==> config.mk <==
export PLATFORM = sky130hd
export DESIGN_NAME = json_syntax_validator_core
export DESIGN_NICKNAME = d
export VERILOG_FILES = /design/src/rtl/core/jsv_pkg.sv /design/src/rtl/core/jsv_in_stage.sv /design/src/rtl/core/jsv_kind_stack.sv /design/src/rtl/core/jsv_step.sv /design/src/rtl/core/json_syntax_validator_core.sv
export SDC_FILE = /design/constraint.sdc
export NUM_CORES = 1
export LEC_CHECK = 0
export ABC_AREA = 0
export BUFFER_PORTS_ARGS = -buffer_cell sky130_fd_sc_hd__buf_2
export CAP_MARGIN = 20
export CELL_PAD_IN_SITES_DETAIL_PLACEMENT = 1
export CELL_PAD_IN_SITES_GLOBAL_PLACEMENT = 1
export CORE_MARGIN = 3
export CORE_UTILIZATION = 45
export CTS_BUF_LIST = sky130_fd_sc_hd__clkbuf_8 sky130_fd_sc_hd__clkbuf_16
export DETAILED_ROUTE_END_ITERATION = 8
export PLACE_DENSITY = 0.78
export SLEW_MARGIN = 10
export SYNTH_ARGS = -nofsm -noshare
export SYNTH_HDL_FRONTEND = slang
export SYNTH_SLANG_ARGS = --single-unit
==> constraint.sdc <==
create_clock -name aclk -period 6.6 [get_ports aclk]
set_input_delay 0.66 -clock aclk [delete_from_list [all_inputs] [get_ports aclk]]
set_output_delay 0.66 -clock aclk [all_outputs]
set_load 0.005 [all_outputs]
==> src/rtl/core/jsv_pkg.sv <==
package jsv_pkg;

    typedef enum logic [4:0] {
        S_VALUE, S_ARR_FIRST, S_OBJ_FIRST, S_OBJ_KEY, S_KEY_STR, S_KEY_ESC,
        S_COLON, S_STR, S_STR_ESC, S_LIT_T, S_LIT_F, S_LIT_N,
        S_NUM_MINUS, S_NUM_INT, S_NUM_DOT, S_NUM_FRAC, S_NUM_E, S_NUM_ESIGN,
        S_NUM_EXP, S_AFTER
    } parse_state_t;

    typedef enum logic [1:0] {
        STATUS_BUSY   = 2'd0,
        STATUS_VALID  = 2'd1,
        STATUS_REJECT = 2'd2
    } status_t;

    localparam logic KIND_OBJECT = 1'b1;
    localparam logic KIND_ARRAY  = 1'b0;

    localparam logic [5:0]  DEPTH_LIMIT_RESET = 6'd32;
    localparam logic [31:0] POSITION_MAX      = 32'hFFFF_FFFF;

    // Stack control from the byte step to the kind stack.
    typedef struct packed {
        logic push;
        logic pop;
        logic kind;
    } stack_ctl_t;

    // Outcome of a byte that starts a value.
    typedef struct packed {
        logic         ok;
        parse_state_t state;
        logic         lit_start;
        logic         push;
        logic         kind;
    } value_start_t;

    function automatic logic [2:0] lit_len(parse_state_t st);
        case (st)
            S_LIT_F: lit_len = 3'd5;
            default: lit_len = 3'd4;
        endcase
    endfunction

    function automatic logic [7:0] lit_char(parse_state_t st, logic [2:0] idx);
        logic [7:0] ch;
        ch = 8'h00;
        case (st)
            S_LIT_T: begin
                case (idx)
                    3'd0: ch = "t";
                    3'd1: ch = "r";
                    3'd2: ch = "u";
                    3'd3: ch = "e";
                    default: ch = 8'h00;
                endcase
            end
            S_LIT_F: begin
                case (idx)
                    3'd0: ch = "f";
                    3'd1: ch = "a";
                    3'd2: ch = "l";
                    3'd3: ch = "s";
                    3'd4: ch = "e";
                    default: ch = 8'h00;
                endcase
            end
            S_LIT_N: begin
                case (idx)
                    3'd0: ch = "n";
                    3'd1: ch = "u";
                    3'd2: ch = "l";
                    3'd3: ch = "l";
                    default: ch = 8'h00;
                endcase
            end
            default: ch = 8'h00;
        endcase
        lit_char = ch;
    endfunction

endpackage

==> src/rtl/core/jsv_in_stage.sv <==
module jsv_in_stage (
    input  logic       aclk,
    input  logic       aresetn,
    input  logic       s_valid,
    output logic       s_ready,
    input  logic [7:0] s_byte_value,
    input  logic       s_last,
    input  logic       advance,
    output logic       in_valid,
    output logic [7:0] in_byte,
    output logic       in_last
);

    logic       valid_reg;
    logic [7:0] byte_reg;
    logic       last_reg;

    assign s_ready  = !valid_reg || advance;
    assign in_valid = valid_reg;
    assign in_byte  = byte_reg;
    assign in_last  = last_reg;

    always_ff @(posedge aclk) begin
        if (!aresetn) begin
            valid_reg <= 1'b0;
        end else if (s_ready) begin
            valid_reg <= s_valid;
        end
    end

    always_ff @(posedge aclk) begin
        if (s_valid && s_ready) begin
            byte_reg <= s_byte_value;
            last_reg <= s_last;
        end
    end

endmodule

==> src/rtl/core/jsv_kind_stack.sv <==
module jsv_kind_stack #(
    parameter int MAX_DEPTH = 32
) (
    input  logic                aclk,
    input  jsv_pkg::stack_ctl_t ctl,
    output logic                top_kind
);
    import jsv_pkg::*;

    // Shift stack: the top entry always sits in bit 0.
    logic [MAX_DEPTH-1:0] stack_reg;

    assign top_kind = stack_reg[0];

    always_ff @(posedge aclk) begin
        if (ctl.push) begin
            stack_reg <= (stack_reg << 1) | MAX_DEPTH'(ctl.kind);
        end else if (ctl.pop) begin
            stack_reg <= stack_reg >> 1;
        end
    end

endmodule

==> src/rtl/core/jsv_step.sv <==
module jsv_step #(
    parameter int MAX_DEPTH = 32,
    parameter int DW        = $clog2(MAX_DEPTH + 1)
) (
    input  jsv_pkg::parse_state_t cur_state,
    input  logic [2:0]            cur_lit,
    input  logic [DW-1:0]         cur_depth,
    input  logic                  cur_rejected,
    input  logic                  top_kind,
    input  logic [7:0]            byte_value,
    input  logic                  last,
    input  logic [5:0]            depth_limit,
    output jsv_pkg::parse_state_t nxt_state,
    output logic [2:0]            nxt_lit,
    output logic [DW-1:0]         nxt_depth,
    output logic                  nxt_rejected,
    output jsv_pkg::status_t      status,
    output jsv_pkg::stack_ctl_t   ctl
);
    import jsv_pkg::*;

    localparam int CW = (DW > 6) ? DW : 6;
    localparam logic [CW-1:0] MAX_D = CW'(MAX_DEPTH);

    logic          is_ws;
    logic          is_dig;
    logic          is_esc;
    logic [CW-1:0] lim_ext;
    logic [CW-1:0] eff_lim;
    logic          can_push;

    parse_state_t  st;
    parse_state_t  ns;
    logic [2:0]    nl;
    logic [DW-1:0] nd;
    logic          ok;
    logic          consumed;
    logic          push;
    logic          pop;
    logic          kind;
    logic          done;
    value_start_t  vs;

    assign is_ws  = (byte_value == 8'd32) || (byte_value inside {[8'd9:8'd13]});
    assign is_dig = byte_value inside {["0":"9"]};
    assign is_esc = byte_value inside {"\"", "\\", "/", "b", "f", "n", "r", "t"};

    assign lim_ext  = CW'(depth_limit);
    assign eff_lim  = (lim_ext < MAX_D) ? lim_ext : MAX_D;
    assign can_push = CW'(cur_depth) < eff_lim;

    // Value start, shared by top level, array slot and after a colon.
    always_comb begin
        vs = '{ok: 1'b1, state: S_VALUE, lit_start: 1'b0, push: 1'b0, kind: KIND_ARRAY};
        case (byte_value)
            "\"": vs.state = S_STR;
            "{": begin
                vs.ok    = can_push;
                vs.push  = can_push;
                vs.kind  = KIND_OBJECT;
                vs.state = S_OBJ_FIRST;
            end
            "[": begin
                vs.ok    = can_push;
                vs.push  = can_push;
                vs.kind  = KIND_ARRAY;
                vs.state = S_ARR_FIRST;
            end
            "t": begin
                vs.state     = S_LIT_T;
                vs.lit_start = 1'b1;
            end
            "f": begin
                vs.state     = S_LIT_F;
                vs.lit_start = 1'b1;
            end
            "n": begin
                vs.state     = S_LIT_N;
                vs.lit_start = 1'b1;
            end
            "-": vs.state = S_NUM_MINUS;
            default: begin
                vs.ok    = is_dig;
                vs.state = S_NUM_INT;
            end
        endcase
    end

    always_comb begin
        st       = cur_state;
        ns       = cur_state;
        nl       = cur_lit;
        nd       = cur_depth;
        ok       = 1'b1;
        consumed = 1'b1;
        push     = 1'b0;
        pop      = 1'b0;
        kind     = vs.kind;

        // Number states take the byte, reject it, or hand it on as a byte after a value.
        case (cur_state)
            S_NUM_MINUS: begin
                ok = is_dig;
                ns = S_NUM_INT;
            end
            S_NUM_INT: begin
                if (is_dig) begin
                    ns = S_NUM_INT;
                end else if (byte_value == ".") begin
                    ns = S_NUM_DOT;
                end else if (byte_value == "e" || byte_value == "E") begin
                    ns = S_NUM_E;
                end else begin
                    consumed = 1'b0;
                    st       = S_AFTER;
                end
            end
            S_NUM_DOT: begin
                ok = is_dig;
                ns = S_NUM_FRAC;
            end
            S_NUM_FRAC: begin
                if (is_dig) begin
                    ns = S_NUM_FRAC;
                end else if (byte_value == "e" || byte_value == "E") begin
                    ns = S_NUM_E;
                end else begin
                    consumed = 1'b0;
                    st       = S_AFTER;
                end
            end
            S_NUM_E: begin
                if (byte_value == "+" || byte_value == "-") begin
                    ns = S_NUM_ESIGN;
                end else begin
                    ok = is_dig;
                    ns = S_NUM_EXP;
                end
            end
            S_NUM_ESIGN: begin
                ok = is_dig;
                ns = S_NUM_EXP;
            end
            S_NUM_EXP: begin
                if (!is_dig) begin
                    consumed = 1'b0;
                    st       = S_AFTER;
                end
            end
            default: consumed = 1'b0;
        endcase

        if (!consumed) begin
            ns = st;
            case (st)
                S_VALUE: begin
                    if (!is_ws) begin
                        ok   = vs.ok;
                        ns   = vs.state;
                        push = vs.push;
                        if (vs.lit_start) nl = 3'd1;
                    end
                end
                S_ARR_FIRST: begin
                    if (byte_value == "]") begin
                        pop = 1'b1;
                        ns  = S_AFTER;
                    end else if (!is_ws) begin
                        ok   = vs.ok;
                        ns   = vs.state;
                        push = vs.push;
                        if (vs.lit_start) nl = 3'd1;
                    end
                end
                S_OBJ_FIRST: begin
                    if (byte_value == "}") begin
                        pop = 1'b1;
                        ns  = S_AFTER;
                    end else if (byte_value == "\"") begin
                        ns = S_KEY_STR;
                    end else begin
                        ok = is_ws;
                    end
                end
                S_OBJ_KEY: begin
                    if (byte_value == "\"") begin
                        ns = S_KEY_STR;
                    end else begin
                        ok = is_ws;
                    end
                end
                S_KEY_STR: begin
                    if (byte_value == "\"") begin
                        ns = S_COLON;
                    end else if (byte_value == "\\") begin
                        ns = S_KEY_ESC;
                    end
                end
                S_KEY_ESC: begin
                    ok = is_esc;
                    ns = S_KEY_STR;
                end
                S_COLON: begin
                    if (byte_value == ":") begin
                        ns = S_VALUE;
                    end else begin
                        ok = is_ws;
                    end
                end
                S_STR: begin
                    if (byte_value == "\"") begin
                        ns = S_AFTER;
                    end else if (byte_value == "\\") begin
                        ns = S_STR_ESC;
                    end
                end
                S_STR_ESC: begin
                    ok = is_esc;
                    ns = S_STR;
                end
                S_LIT_T, S_LIT_F, S_LIT_N: begin
                    if (cur_lit >= lit_len(st) || byte_value != lit_char(st, cur_lit)) begin
                        ok = 1'b0;
                    end else if (cur_lit + 3'd1 == lit_len(st)) begin
                        nl = 3'd0;
                        ns = S_AFTER;
                    end else begin
                        nl = cur_lit + 3'd1;
                    end
                end
                S_AFTER: begin
                    if (!is_ws) begin
                        if (cur_depth == '0) begin
                            ok = 1'b0;
                        end else if (byte_value == ",") begin
                            ns = (top_kind == KIND_OBJECT) ? S_OBJ_KEY : S_VALUE;
                        end else if (top_kind == KIND_OBJECT && byte_value == "}") begin
                            pop = 1'b1;
                        end else if (top_kind == KIND_ARRAY && byte_value == "]") begin
                            pop = 1'b1;
                        end else begin
                            ok = 1'b0;
                        end
                    end
                end
                default: ok = 1'b0;
            endcase
        end

        if (push) nd = cur_depth + DW'(1);
        if (pop)  nd = cur_depth - DW'(1);
    end

    always_comb begin
        nxt_state    = cur_state;
        nxt_lit      = cur_lit;
        nxt_depth    = cur_depth;
        nxt_rejected = cur_rejected;
        ctl          = '{push: 1'b0, pop: 1'b0, kind: kind};
        done         = 1'b0;
        status       = STATUS_REJECT;
        if (!cur_rejected) begin
            if (!ok) begin
                nxt_rejected = 1'b1;
            end else begin
                nxt_state = ns;
                nxt_lit   = nl;
                nxt_depth = nd;
                ctl.push  = push;
                ctl.pop   = pop;
                done = (nd == '0) && (ns == S_AFTER || ns == S_NUM_INT ||
                                      ns == S_NUM_FRAC || ns == S_NUM_EXP);
                if (!last) begin
                    status = STATUS_BUSY;
                end else if (done) begin
                    status = STATUS_VALID;
                end
            end
        end
    end

endmodule

==> src/rtl/core/json_syntax_validator_core.sv <==
// JSON syntax checker, one document byte per transfer.
//
// Input channel (s_valid/s_ready): s_byte_value is the next byte of a document,
// s_last marks its final byte. Output channel (m_valid/m_ready): one result per
// input byte, in order: m_status (0 in progress, 1 valid document at its last
// byte, 2 rejected now or earlier in this document), m_depth (container nesting
// after the byte) and m_position (byte index within the document, saturating).
// depth_limit_we/depth_limit_wdata write the nesting limit; write it only while
// no transfer is in flight.
//
// A byte accepted lands in the input register; once the output slot is free, its
// result is written into the output register and m_valid rises. Throughput is
// one byte per cycle unless the receiver stalls: the parse state, depth and
// the top of the kind stack all update in the single step between the registers.
// A stalled receiver holds the output register, which holds the input register;
// s_ready then drops until the result is taken, and no byte is lost.
// Reset clears both stages, the parse state and position, and sets the limit
// to 32. After a last byte, the next byte starts a new document at position 0.
module json_syntax_validator_core #(
    parameter int MAX_DEPTH = 32
) (
    input  logic        aclk,
    input  logic        aresetn,
    input  logic        s_valid,
    output logic        s_ready,
    input  logic [7:0]  s_byte_value,
    input  logic        s_last,
    output logic        m_valid,
    input  logic        m_ready,
    output logic [1:0]  m_status,
    output logic [5:0]  m_depth,
    output logic [31:0] m_position,
    input  logic        depth_limit_we,
    input  logic [5:0]  depth_limit_wdata
);
    import jsv_pkg::*;

    localparam int DW = $clog2(MAX_DEPTH + 1);

    // Input stage outputs
    logic       in_valid;
    logic [7:0] in_byte;
    logic       in_last;
    logic       fire;

    // Document state
    parse_state_t  state_reg;
    logic [2:0]    lit_reg;
    logic [DW-1:0] depth_reg;
    logic          rejected_reg;
    logic [31:0]   position_reg;
    logic [5:0]    limit_reg;

    // Step results
    parse_state_t  state_next;
    logic [2:0]    lit_next;
    logic [DW-1:0] depth_next;
    logic          rejected_next;
    status_t       status_next;
    stack_ctl_t    step_ctl;
    stack_ctl_t    stack_ctl;
    logic          top_kind;

    // Output register
    logic        m_valid_reg;
    logic [1:0]  status_reg;
    logic [5:0]  m_depth_reg;
    logic [31:0] m_position_reg;

    // Advance the byte held in the input stage when the output slot is free.
    assign fire = in_valid && (!m_valid_reg || m_ready);

    jsv_in_stage u_in (
        .aclk         (aclk),
        .aresetn      (aresetn),
        .s_valid      (s_valid),
        .s_ready      (s_ready),
        .s_byte_value (s_byte_value),
        .s_last       (s_last),
        .advance      (fire),
        .in_valid     (in_valid),
        .in_byte      (in_byte),
        .in_last      (in_last)
    );

    jsv_step #(
        .MAX_DEPTH (MAX_DEPTH),
        .DW        (DW)
    ) u_step (
        .cur_state    (state_reg),
        .cur_lit      (lit_reg),
        .cur_depth    (depth_reg),
        .cur_rejected (rejected_reg),
        .top_kind     (top_kind),
        .byte_value   (in_byte),
        .last         (in_last),
        .depth_limit  (limit_reg),
        .nxt_state    (state_next),
        .nxt_lit      (lit_next),
        .nxt_depth    (depth_next),
        .nxt_rejected (rejected_next),
        .status       (status_next),
        .ctl          (step_ctl)
    );

    // Only touch the stack on a real transfer.
    always_comb begin
        stack_ctl      = step_ctl;
        stack_ctl.push = step_ctl.push && fire;
        stack_ctl.pop  = step_ctl.pop && fire;
    end

    jsv_kind_stack #(
        .MAX_DEPTH (MAX_DEPTH)
    ) u_stack (
        .aclk     (aclk),
        .ctl      (stack_ctl),
        .top_kind (top_kind)
    );

    // Limit register: written directly, no handshake.
    always_ff @(posedge aclk) begin
        if (!aresetn) begin
            limit_reg <= DEPTH_LIMIT_RESET;
        end else if (depth_limit_we) begin
            limit_reg <= depth_limit_wdata;
        end
    end

    // Document state: advance per byte, drop everything after a last byte.
    always_ff @(posedge aclk) begin
        if (!aresetn) begin
            state_reg    <= S_VALUE;
            lit_reg      <= 3'd0;
            depth_reg    <= '0;
            rejected_reg <= 1'b0;
            position_reg <= 32'd0;
        end else if (fire) begin
            if (in_last) begin
                state_reg    <= S_VALUE;
                lit_reg      <= 3'd0;
                depth_reg    <= '0;
                rejected_reg <= 1'b0;
                position_reg <= 32'd0;
            end else begin
                state_reg    <= state_next;
                lit_reg      <= lit_next;
                depth_reg    <= depth_next;
                rejected_reg <= rejected_next;
                if (position_reg != POSITION_MAX) begin
                    position_reg <= position_reg + 32'd1;
                end
            end
        end
    end

    // Output register: hold while the receiver stalls.
    always_ff @(posedge aclk) begin
        if (!aresetn) begin
            m_valid_reg <= 1'b0;
        end else if (fire) begin
            m_valid_reg <= 1'b1;
        end else if (m_ready) begin
            m_valid_reg <= 1'b0;
        end
    end

    always_ff @(posedge aclk) begin
        if (fire) begin
            status_reg     <= status_next;
            m_depth_reg    <= 6'(depth_next);
            m_position_reg <= position_reg;
        end
    end

    assign m_valid    = m_valid_reg;
    assign m_status   = status_reg;
    assign m_depth    = m_depth_reg;
    assign m_position = m_position_reg;

    // Nesting never goes past the stack size.
    a_depth_bound: assert property (@(posedge aclk) disable iff (!aresetn)
        32'(depth_reg) <= 32'(MAX_DEPTH))
        else $error("nesting depth beyond stack size");

    // A document reported valid has all containers closed.
    a_valid_closed: assert property (@(posedge aclk) disable iff (!aresetn)
        m_valid && m_status == STATUS_VALID |-> m_depth == 6'd0)
        else $error("valid status with open containers");

    // Rejection stays until the document ends.
    a_reject_sticky: assert property (@(posedge aclk) disable iff (!aresetn)
        rejected_reg && !(fire && in_last) |=> rejected_reg)
        else $error("rejection dropped inside a document");

    // A last byte restarts the position count and clears the depth.
    a_last_restart: assert property (@(posedge aclk) disable iff (!aresetn)
        fire && in_last |=> position_reg == 32'd0 && depth_reg == '0)
        else $error("document state not cleared after last byte");

    // A held result keeps its payload while the receiver stalls.
    a_hold_result: assert property (@(posedge aclk) disable iff (!aresetn)
        m_valid && !m_ready |=> m_valid && $stable(m_position) && $stable(m_status))
        else $error("stalled result changed");

endmodule

; After elaboration in Yosys (flattened, before gate mapping)
; Index checks and enable logic that the tools add are counted.
[classes]
n_addsub = 4
magnitude_cmp = 7
eq_ne = 54
muxes = 111
bitwise = 4
reduce_logical = 44
[op_table]
columns = op, count
row1 = 5-bit 2-to-1 mux, 27
row2 = 32-bit 2-to-1 mux, 4
row3 = 8-bit by 7-bit equality test with 1-bit output (second input constant), 12
row4 = 8-bit by 6-bit equality test with 1-bit output (second input constant), 8
row5 = 5-bit one-hot mux with 11 select lines, 1
row6 = 5-bit by 4-bit equality test with 1-bit output (second input constant), 10
row7 = 3-bit 2-to-1 mux, 14
row8 = 1-bit 2-to-1 mux, 36
row9 = 6-bit 2-to-1 mux, 6
row10 = 7-bit one-hot mux with 5 select lines, 1
row11 = 32-bit by 1-bit adder with 32-bit output (second input constant), 1
row12 = 32-bit inequality test (second input constant), 1
row13 = 32-bit by 1-bit OR with 32-bit output, 1
row14 = 5-bit equality test (second input constant), 6
row15 = 5-bit one-hot mux with 6 select lines, 1
row16 = 4-bit one-hot mux with 7 select lines, 1
row17 = 7-bit one-hot mux with 4 select lines, 1
row18 = 8-bit one-hot mux with 3 select lines, 1
row19 = 7-bit one-hot mux with 3 select lines, 1
row20 = 5-bit by 3-bit equality test with 1-bit output (second input constant), 4
row21 = 8-bit 2-to-1 mux, 2
row22 = 5-bit one-hot mux with 3 select lines, 1
row23 = 6-bit zero test, 2
row24 = 2-bit 2-to-1 mux, 6
row25 = 42 further kinds, 76
[totals]
register_bits = 136
input_bits = 20
output_inout_bits = 42
wordCells = 239

; Depth between registers and ports, before layout
; Gate-level depths: netlist of run 1.
[logic_depth]
ltp_word = 27
ltp_mapped = 17
depth_no_buf = 13

; Modules after synthesis
; From an unflattened synthesis of run 1, not the netlist that was laid out.
[unflattened]
hier_cells = 854
area_unflattened_um2 = 8280.4
[by_module_without_submodules]
columns = module, n_inst, cells_each, area_each_um2, seq_area_each_um2
row1 = json_syntax_validator_core, 1, 393, 4028.9, 2282.2
row2 = jsv_step, 1, 378, 2424.8, 0.0
row3 = jsv_kind_stack, 1, 69, 1498.9, 960.9
row4 = jsv_in_stage, 1, 14, 327.8, 290.3

; Worst setup path after synthesis of run 1
; Ideal clock, no wire load.
[synth_timing]
kind = input to register
start = input port m_ready
end = register u_stack.stack_reg[0], enable pin
setup_ns = 0.421
arrival_time_ns = 4.331
required_ns = 6.179
setup_slack_ns = 1.848
path_stages = 6
path_buffers = 1
cell_sequence = nor2b_1 -> nand2b_1 -> inv_1 -> clkbuf_1 -> o21ai_0 -> nor2_1
[synth_via]
elab_chain_len = 4
elab_cells_between_ends = 5
cone_classes = reduce/logical (5)
[synth_rtl]
columns = item, line_no
row1 = start: declaration, json_syntax_validator_core.sv:29  ; input logic m_ready,
row2 = 1-bit logical OR *, json_syntax_validator_core.sv:71  ; assign fire = in_valid && (!m_valid_reg || m_ready);
row3 = 1-bit logical AND *, json_syntax_validator_core.sv:71
row4 = net fire, json_syntax_validator_core.sv:44  ; logic fire;
row5 = 1-bit logical AND (on tied branches), "json_syntax_validator_core.sv:110, json_syntax_validator_core.sv:109"
row6 = 2-bit nonzero test (no source line) *, -
row7 = end signal: assignment, jsv_kind_stack.sv:17  ; stack_reg <= (stack_reg << 1) | MAX_DEPTH'(ctl.kind);
row8 = end signal: assignment, jsv_kind_stack.sv:19  ; stack_reg <= stack_reg >> 1;
row9 = end: declaration, jsv_kind_stack.sv:11  ; logic [MAX_DEPTH-1:0] stack_reg;
; The timed path passes the listed nets; every way through them passes the cells marked *.
; A chain may end at the register's enable or synchronous reset.

; Worst setup path after layout of run 1
[layout_timing]
start = register u_in.byte_reg[1] (netlist: u_in.in_byte[1])
end = register u_stack.stack_reg[2], data pin
[layout_via]
elab_chain_len = 19
elab_cells_between_ends = 96
cone_classes = order compare (5) / eq/ne (33) / mux (42) / reduce/logical (16)
[layout_rtl]
columns = item, line_no
row1 = start: declaration, jsv_in_stage.sv:15  ; logic [7:0] byte_reg;
row2 = start signal: assignment, jsv_in_stage.sv:33  ; byte_reg <= s_byte_value;
row3 = "parallel branches: the longest is 15 deep, another holds 8-bit by 6-bit greater-or-equal comparator with 1-bit output", -
row4 = 2-bit 2-to-1 mux *, jsv_step.sv:263  ; if (!ok) begin
row5 = 2-bit 2-to-1 mux *, jsv_step.sv:262  ; if (!cur_rejected) begin
row6 = 1-bit logical AND *, json_syntax_validator_core.sv:109  ; stack_ctl.push = step_ctl.push && fire;
row7 = 32-bit 2-to-1 mux *, jsv_kind_stack.sv:16  ; if (ctl.push) begin
; Every way passes the cells marked *. The select of a mux whose other input is x is not followed.

==> results of run 1 <==
cells in the mapped netlist (8+ instances only):
cell,n
ha_1,15
mux2_1,24
nor2b_1,18
a31oi_1,13
nor4_1,9
nor3_1,13
o21a_1,9
nor2_1,73
mux2i_1,8
a21oi_1,27
buf_2,8
dfxtp_1,55
xor2_1,26
nand2_1,73
inv_1,32
nand4_1,16
nand3_1,32
o21ai_0,34
xnor2_1,9
and3_1,12
or3_1,12
clkbuf_1,33
edfxtp_1,81
and2_1,9
power groups by stage:
stage	clock (W)	combinational, W	sequential, W
2_1_floorplan	0	0.0000661	0.000940
3_3_place_gp	0	0.0000895	0.000950
3_5_place_dp	0	0.0000923	0.000951
4_1_cts	0.000939	0.0000929	0.000933
5_1_grt	0.000978	0.000104	0.000936
6_report	0.000922	0.0000946	0.000934
routing by layer:
| metal | share of wire (%) | vias up | GRT usage [%] |
|---|---|---|---|
| met5 | 0 | - | 0 |
| met2 | 50 | 205 | 42.4 |
| met1 | 43 | 3298 | 32.2 |
| met4 | 3.3 | 0 | 10.0 |
| li1 | - | 3051 | - |
| met3 | 4.2 | 57 | 4.31 |
through the flow:
step           power [W]  hold slack [ps]  utilization (%)  worst slack [ps]  std cells
6_report         0.00195              409             52.4              1740       1073
5_1_grt          0.00202              385             52.4              1330       1073
4_1_cts          0.00197              390             52.3              1450       1071
3_5_place_dp     0.00104              422             48.8              1480       1039
3_3_place_gp     0.00104              423             48.8              1780       1039
2_1_floorplan    0.00101              408                -              1850        800
layout make-up:
class	count	area share, %
inverters	32	1.37
well taps	220	3.13
clock buffers	17	4.84
clock inverters	15	1.77
multi-input cells	583	44.3
flip-flops and latches	136	40.2
repair buffers	70	4.33
worst min-delay path by stage:
stage | start | endpoint | cells past startpoint
5_1_grt | s_byte_value[0] | u_in.in_byte[0]$_DFFE_PP_ | 1
6_report | s_byte_value[0] | u_in.in_byte[0]$_DFFE_PP_ | 1
3_3_place_gp | position_reg[10]$_SDFFE_PN0P_ | m_position[10]$_DFFE_PP_ | 0
4_1_cts | s_byte_value[5] | u_in.in_byte[5]$_DFFE_PP_ | 1
2_1_floorplan | position_reg[10]$_SDFFE_PN0P_ | m_position[10]$_DFFE_PP_ | 0
3_5_place_dp | position_reg[10]$_SDFFE_PN0P_ | m_position[10]$_DFFE_PP_ | 0
cells by family after synthesis:
group / count (synthesis) / synth area share, %
AO/OA/AOI/OAI: 176 / 16.2
XOR/XNOR: 35 / 3.94
adder cells (fa/ha/maj): 16 / 2.54
buffers and inverters: 81 / 4.52
flip-flops: 136 / 45.4
multiplexers: 38 / 5.37
AND/OR/NAND/NOR: 318 / 22.0
==> key figures, run 1 <==
Logic synthesis
  – Cell taking the most area after synthesis: edfxtp_1
  – Ranking of synthesized cells by area: edfxtp_1 (31%), dfxtp_1 (14%), nand2_1 (3.5%), nor2_1 (3.5%), mux2_1 (3.5%)
  – Synth cell types: between 80 and 90
  – Top FF cell, synth: edfxtp_1
  – Post-synth EDFFs: 81
  – Syn Nets: 835
  – Cell Area, Synth: 7770 um^2
  – Async set-reset flop share out of synthesis: 0%
  – Flops & latches, synth: between 100 and 150
  – Area fraction of the dominant cell type after synthesis: 31.3%
  – Post-synthesis sequential area ratio: 45.4%
  – Mean Syn Cell Area: 9.72 um^2
  – Syn Inst Count: 800
  – Ys Warns: 0

Global route
  – Vias in the first global route: around 6800
  – Largest net degree at the start of global routing: 52
  – Total gr overflow: 0
  – GRT Util Overall: 25.2%
  – Initial antenna violation count: 0
  – Global-route wire length before repair: 37000 um

CTS
  – Maximum buffer depth of the clock tree: 2
  – Postcts setup bufs: 0
  – CTS sink cnt: 136
  – CTS Root Buffer Type: clkbuf_16
  – CTS tree: done
  – Clock-pin slew on the worst setup and hold paths: 70 ps
  – Htree depth: 4
  – TritonCTS Buffers: 17
  – PostCTS Resize Cnt: 0
  – Worst-Skew Late Latency: 430 ps
  – Hold-fix buffers, CTS: 0

Timing
  – Setup TNS: 0 ps
  – Max-slew violation count: 0
  – Crit share post-route: 73.6%
  – Minimum clock period after layout: between 4000 and 5000 ps
  – Worst Skew: about 18 ps
  – F_max: 206 MHz
  – Final setup violation count: 0
  – Slew headroom: approximately 32%
  – RSZ-0062 raised after global routing: no
  – Fin. Hold Viols: 0
  – Worst-margin pin slew: 1010 ps

Detailed routing
  – Routed Antenna Nets: 0
  – Detailed-route via count: 6611
  – First DRT Iteration DRCs: between 600 and 700
  – Post-route DRC: 0
  – DRT Wirelength: 23200 um
  – DR vias/cell: between 6 and 7
  – WL/cell: between 20 and 25 um
  – DRT Pass-1 Iters: 5

Power
  – Clock Power Share: 47.3%
  – Reg power frac: 47.9%
  – Switching fraction of total power: 25.5%
  – Psw: 0.000498 W
  – Worst vdd ir: around 0.00019 V
  – Power Dens Cells: around 220 nW/um^2
  – P_leak: 3.16 nW
  – Share of total power in combinational logic: 4.8%
  – Internal power: 0.00145 W

Cells and area
  – Synth-to-layout area growth: 13.0%
  – Multi-input gate area: 3890 um^2
  – Fillers: 1904
  – Most frequent cells in the layout: edfxtp_1 (81), nand2_1 (73), nor2_1 (72)
  – Commonest non-fill, non-tap cell in the layout: edfxtp_1
  – Fin area: 8780 um^2
  – Nets: a little under 900
  – Sequential cell area: 3530 um^2
  – Antenna cells: 0
  – Layout cells sized above 1: 15.4%

Floorplan
  – Initial Util: 46.4%
  – Die width: ~140 um
  – Die area: between 15000 and 20000 um^2
  – # IOs: 62
  – Std-Cell Rows: 47
  – DIE HEIGHT: 137 um
  – Core Region: 16800 um^2

Worst setup path
  – Worst r2r src: u_in.in_byte[1]$_DFFE_PP_
  – CP Class: register to register
  – Crit path largest cell delay: between 800 and 900 ps
  – Critical Path RT: roughly 6800 ps
  – CP endpoint: u_stack.stack_reg[2]$_DFFE_PP_
  – Worst r2r path cells: 9
  – CP endpoint kind: register
  – Flop-to-flop setup slack: 1740 ps
  – Crit start category: register
  – Crit path depth: 9
  – CP Max Fanout: 33
  – Crit Reg-Reg Endpoint: u_stack.stack_reg[2]$_DFFE_PP_
  – Max stage delay cell, worst path: o211ai_4
  – Cell family with most CP delay: compound AO/OA/AOI/OAI gates
  – Crit-path cells: o21ai_1, a211o_1, o31ai_2, o21a_1, a21oi_1, or4b_1, o21a_1, o211ai_4, mux2_2
  – WP buf/inv: 0
  – Worst setup path startpoint: u_in.in_byte[1]$_DFFE_PP_
  – Cell repeated most along the worst path: o21a_1
  – Arrival time at the worst endpoint: just over 5000 ps

Placed design
  – Placed instance area: 8180 um^2
  – RD Place Congestion: slightly above 1
  – Port bufs: between 60 and 70
  – Hpwl dp: 16700 um

Run
  – Max_cap viols: 0

Hold path
  – Worst hold path type: input pin to register

Outcome
  – Status: completed
Power figures use the tool's default switching activity.
==> run 2: changes to the inputs <==
- ABC_AREA: 0 -> 1
- PLACE_DENSITY: 0.78 -> 0.8
- clock period: 6.6 -> 5 ns (I/O delays scaled with it)
==> key figures, run 2 <==
Power
  – Internal power: ~0.0019 W
  – P_leak: ~3.6 nW
  – Switching fraction of total power: 24.5%
  – Worst vdd ir: roughly 0.00024 V
  – Power Dens Cells: between 200 and 300 nW/um^2
  – Clock Power Share: 45.8%
  – Reg power frac: 48.3%
  – Share of total power in combinational logic: 5.9%
  – Psw: 0.000623 W

Placed design
  – Placed instance area: 8110 um^2
  – Hpwl dp: 17200 um
  – RD Place Congestion: 0.971
  – Placed Instances: between 1000 and 1500
  – Port bufs: 61

Logic synthesis
  – Post-synthesis sequential area ratio: around 47%
  – Synth cell types: 56
  – Cell Area, Synth: approximately 7600 um^2
  – Flops & latches, synth: 136
  – Cell taking the most area after synthesis: edfxtp_1
  – Async set-reset flop share out of synthesis: 0%
  – Xor and xnor fraction of the mapped netlist area: 0.579%
  – Ys Warns: 0
  – Simple-Gate Fraction of Synth Area: ~28%
  – Most frequent cell after synthesis: nand2_1
  – Top FF cell, synth: edfxtp_1
  – Syn Inst Count: 900
  – Commonest cells post-synth: nand2_1 (182), nor2_1 (111), inv_1 (103)
  – Mean Syn Cell Area: about 8.4 um^2
  – Adder-cell share of the synthesized area: 2.48%
  – Post-synthesis compound-gate area fraction: 10.6%
  – Ranking of synthesized cells by area: edfxtp_1 (32%), dfxtp_1 (15%), nand2_1 (9.0%), nor2_1 (5.5%), inv_1 (5.1%)
  – Largest family of logic cells by synthesized area: simple AND/OR/NAND/NOR gates
  – Post-synth EDFFs: 81
  – Mux share of post-synthesis cell area: 5.56%
  – Syn Nets: 935
  – Area fraction of the dominant cell type after synthesis: 32.2%

CTS
  – Hold-fix buffers, CTS: 0
  – Clock-pin slew on the worst setup and hold paths: 60 ps
  – Worst-Skew Late Latency: 430 ps
  – CTS Root Buffer Type: clkbuf_16
  – TritonCTS Buffers: 17
  – Maximum buffer depth of the clock tree: 2
  – CTS tree: done
  – Postcts setup bufs: 0
  – CTS sink cnt: 136
  – Htree depth: 4

Floorplan
  – Std-Cell Rows: 46
  – # IOs: 62
  – Die width: between 100 and 150 um
  – Die area: 18400 um^2
  – DIE HEIGHT: 136 um
  – Initial Util: 46.8%
  – Core Region: 16200 um^2

Hold path
  – Worst Hold End: u_in.in_byte[5]$_DFFE_PP_
  – Worst hold path type: input pin to register
  – Hold_sp: s_byte_value[5]
  – Hold path cells: 1

Cells and area
  – Commonest non-fill, non-tap cell in the layout: nand2_1
  – Nets: 1010
  – Final cell count without fillers: 1204
  – Most frequent cells in the layout: nand2_1 (182), nor2_1 (111), inv_1 (104)
  – Post-layout util: 53.6%
  – Synth-to-layout area growth: 14.7%
  – Layout cells sized above 1: 17.1%
  – Antenna cells: 0
  – Fin area: approximately 8700 um^2

Detailed routing
  – DRT Wirelength: 23200 um
  – Routed Antenna Nets: 0
  – Post-route DRC: 0
  – First DRT Iteration DRCs: roughly 360
  – DRT Pass-1 Iters: 5
  – DR vias/cell: 5.57
  – Detailed-route via count: 6702
  – WL/cell: 19.3 um

Timing
  – F_max: around 220 MHz
  – Slew headroom: 51.9%
  – RSZ-0062 raised after global routing: no
  – Minimum hold slack: 255 ps
  – Worst Skew: 16.2 ps
  – Crit share post-route: 92.1%
  – Max-slew violation count: 0
  – Setup TNS: 0 ps
  – Final setup violation count: 0
  – Minimum clock period after layout: around 4600 ps
  – Fin. Hold Viols: 0
  – Worst-margin pin slew: 721 ps

Global route
  – Global-route wire length before repair: 36700 um
  – Total gr overflow: 0
  – GRT Util Overall: around 26%
  – Largest net degree at the start of global routing: 44
  – Top Usage Layer GRT: met2
  – Grt met2 use: a little under half
  – Met3 Use GR: approximately 5.6%
  – Vias in the first global route: 7089
  – Initial antenna violation count: 0
  – Grt met1 use: a little under 30%

Outcome
  – Status: completed

Worst setup path
  – CP endpoint kind: register
  – Worst r2r path cells: 22
  – Arrival time at the worst endpoint: ~4800 ps
  – Crit-path cells: inv_1, nand2_1, nor2_2, nand2_2, a21oi_4, inv_2, nor2_2, inv_1, nor3_1, ha_1, nand3b_1, a21oi_1, nand2_1, nor2_1, nand2_1, nor2_4, nand3_2, nand3_2, nand2_2, clkinv_2, nand3_2, mux2_4
  – CP Class: register to register
  – CP Max Fanout: 17
  – Crit start category: register
  – Crit path largest cell delay: about 460 ps
  – Critical Path RT: 5170 ps
  – Crit Reg-Reg Endpoint: u_stack.stack_reg[25]$_DFFE_PP_
  – Flop-to-flop setup slack: 390 ps
  – Worst r2r src: u_in.in_byte[7]$_DFFE_PP_
  – Max stage delay cell, worst path: edfxtp_1

Run
  – Max_cap viols: 0
## run 2: cell type report
type / count / area (um^2)
sequential: 136 / 3530
inverter: 113 / 425
clock buffer: 19 / 453
clock inverter: 13 / 96.3
tap: 216 / 270
fill: 1989 / 7500
timing repair buffer: 66 / 343
multi-input combinational: 641 / 3550
## run 2: worst max path at each step
stage / cells after the start / from / slack (ps) / to
floorplan: 22 / u_in.in_byte[7]$_DFFE_PP_ / 110 / u_stack.stack_reg[0]$_DFFE_PP_
global placement: 22 / u_in.in_byte[7]$_DFFE_PP_ / 670 / u_stack.stack_reg[19]$_DFFE_PP_
detailed placement: 22 / u_in.in_byte[7]$_DFFE_PP_ / 380 / u_stack.stack_reg[10]$_DFFE_PP_
CTS: 22 / u_in.in_byte[7]$_DFFE_PP_ / 350 / u_stack.stack_reg[9]$_DFFE_PP_
global route: 22 / u_in.in_byte[7]$_DFFE_PP_ / 30 / u_stack.stack_reg[4]$_DFFE_PP_
finish: 22 / u_in.in_byte[7]$_DFFE_PP_ / 390 / u_stack.stack_reg[25]$_DFFE_PP_
## run 2: power groups by stage
stage	logic [W]	clock network [W]	registers, W
after floorplan	0.0000857	0	0.00125
after global placement	0.000142	0	0.00125
after detailed placement	0.000146	0	0.00125
after CTS	0.000148	0.00118	0.00123
after global routing	0.000166	0.00123	0.00123
final	0.000149	0.00116	0.00123
## run 2: what timing repair did
action                                 4_1_cts  5_1_grt
setup endpoints to repair                    0       25
gates resized for setup                      0        0
endpoints found under the hold margin        0        0
## run 2: logic make-up after synthesis
logic type      after synthesis
buf+inv                     124
fa+ha+maj                    15
mux                          29
simple gates                454
xor+xnor                      5
flops                       136
compound gates              137
## run 2: critical path: cells and delay by family, from the launching register on
kind,cells,cell delay [ps]
compound gates,2,410
flops,1,460
mux,1,460
fa+ha+maj,1,310
buf+inv,4,520
simple gates,14,2200
## run 2: stage by stage
step                      setup WS (ps)  total power [W]
after floorplan                     113          0.00133
final                               394          0.00254
after detailed placement            377          0.00139
after CTS                           353          0.00255
after global placement              667          0.00139
after global routing               27.8          0.00262
## run 2: layer usage
metal,share of wire [%],routed length [um],vias to the layer above
met3,4.4,1030,60
met1,41,9550,3234
met5,0,0,-
met2,51,11800,163
li1,-,-,3245
met4,3.5,818,0
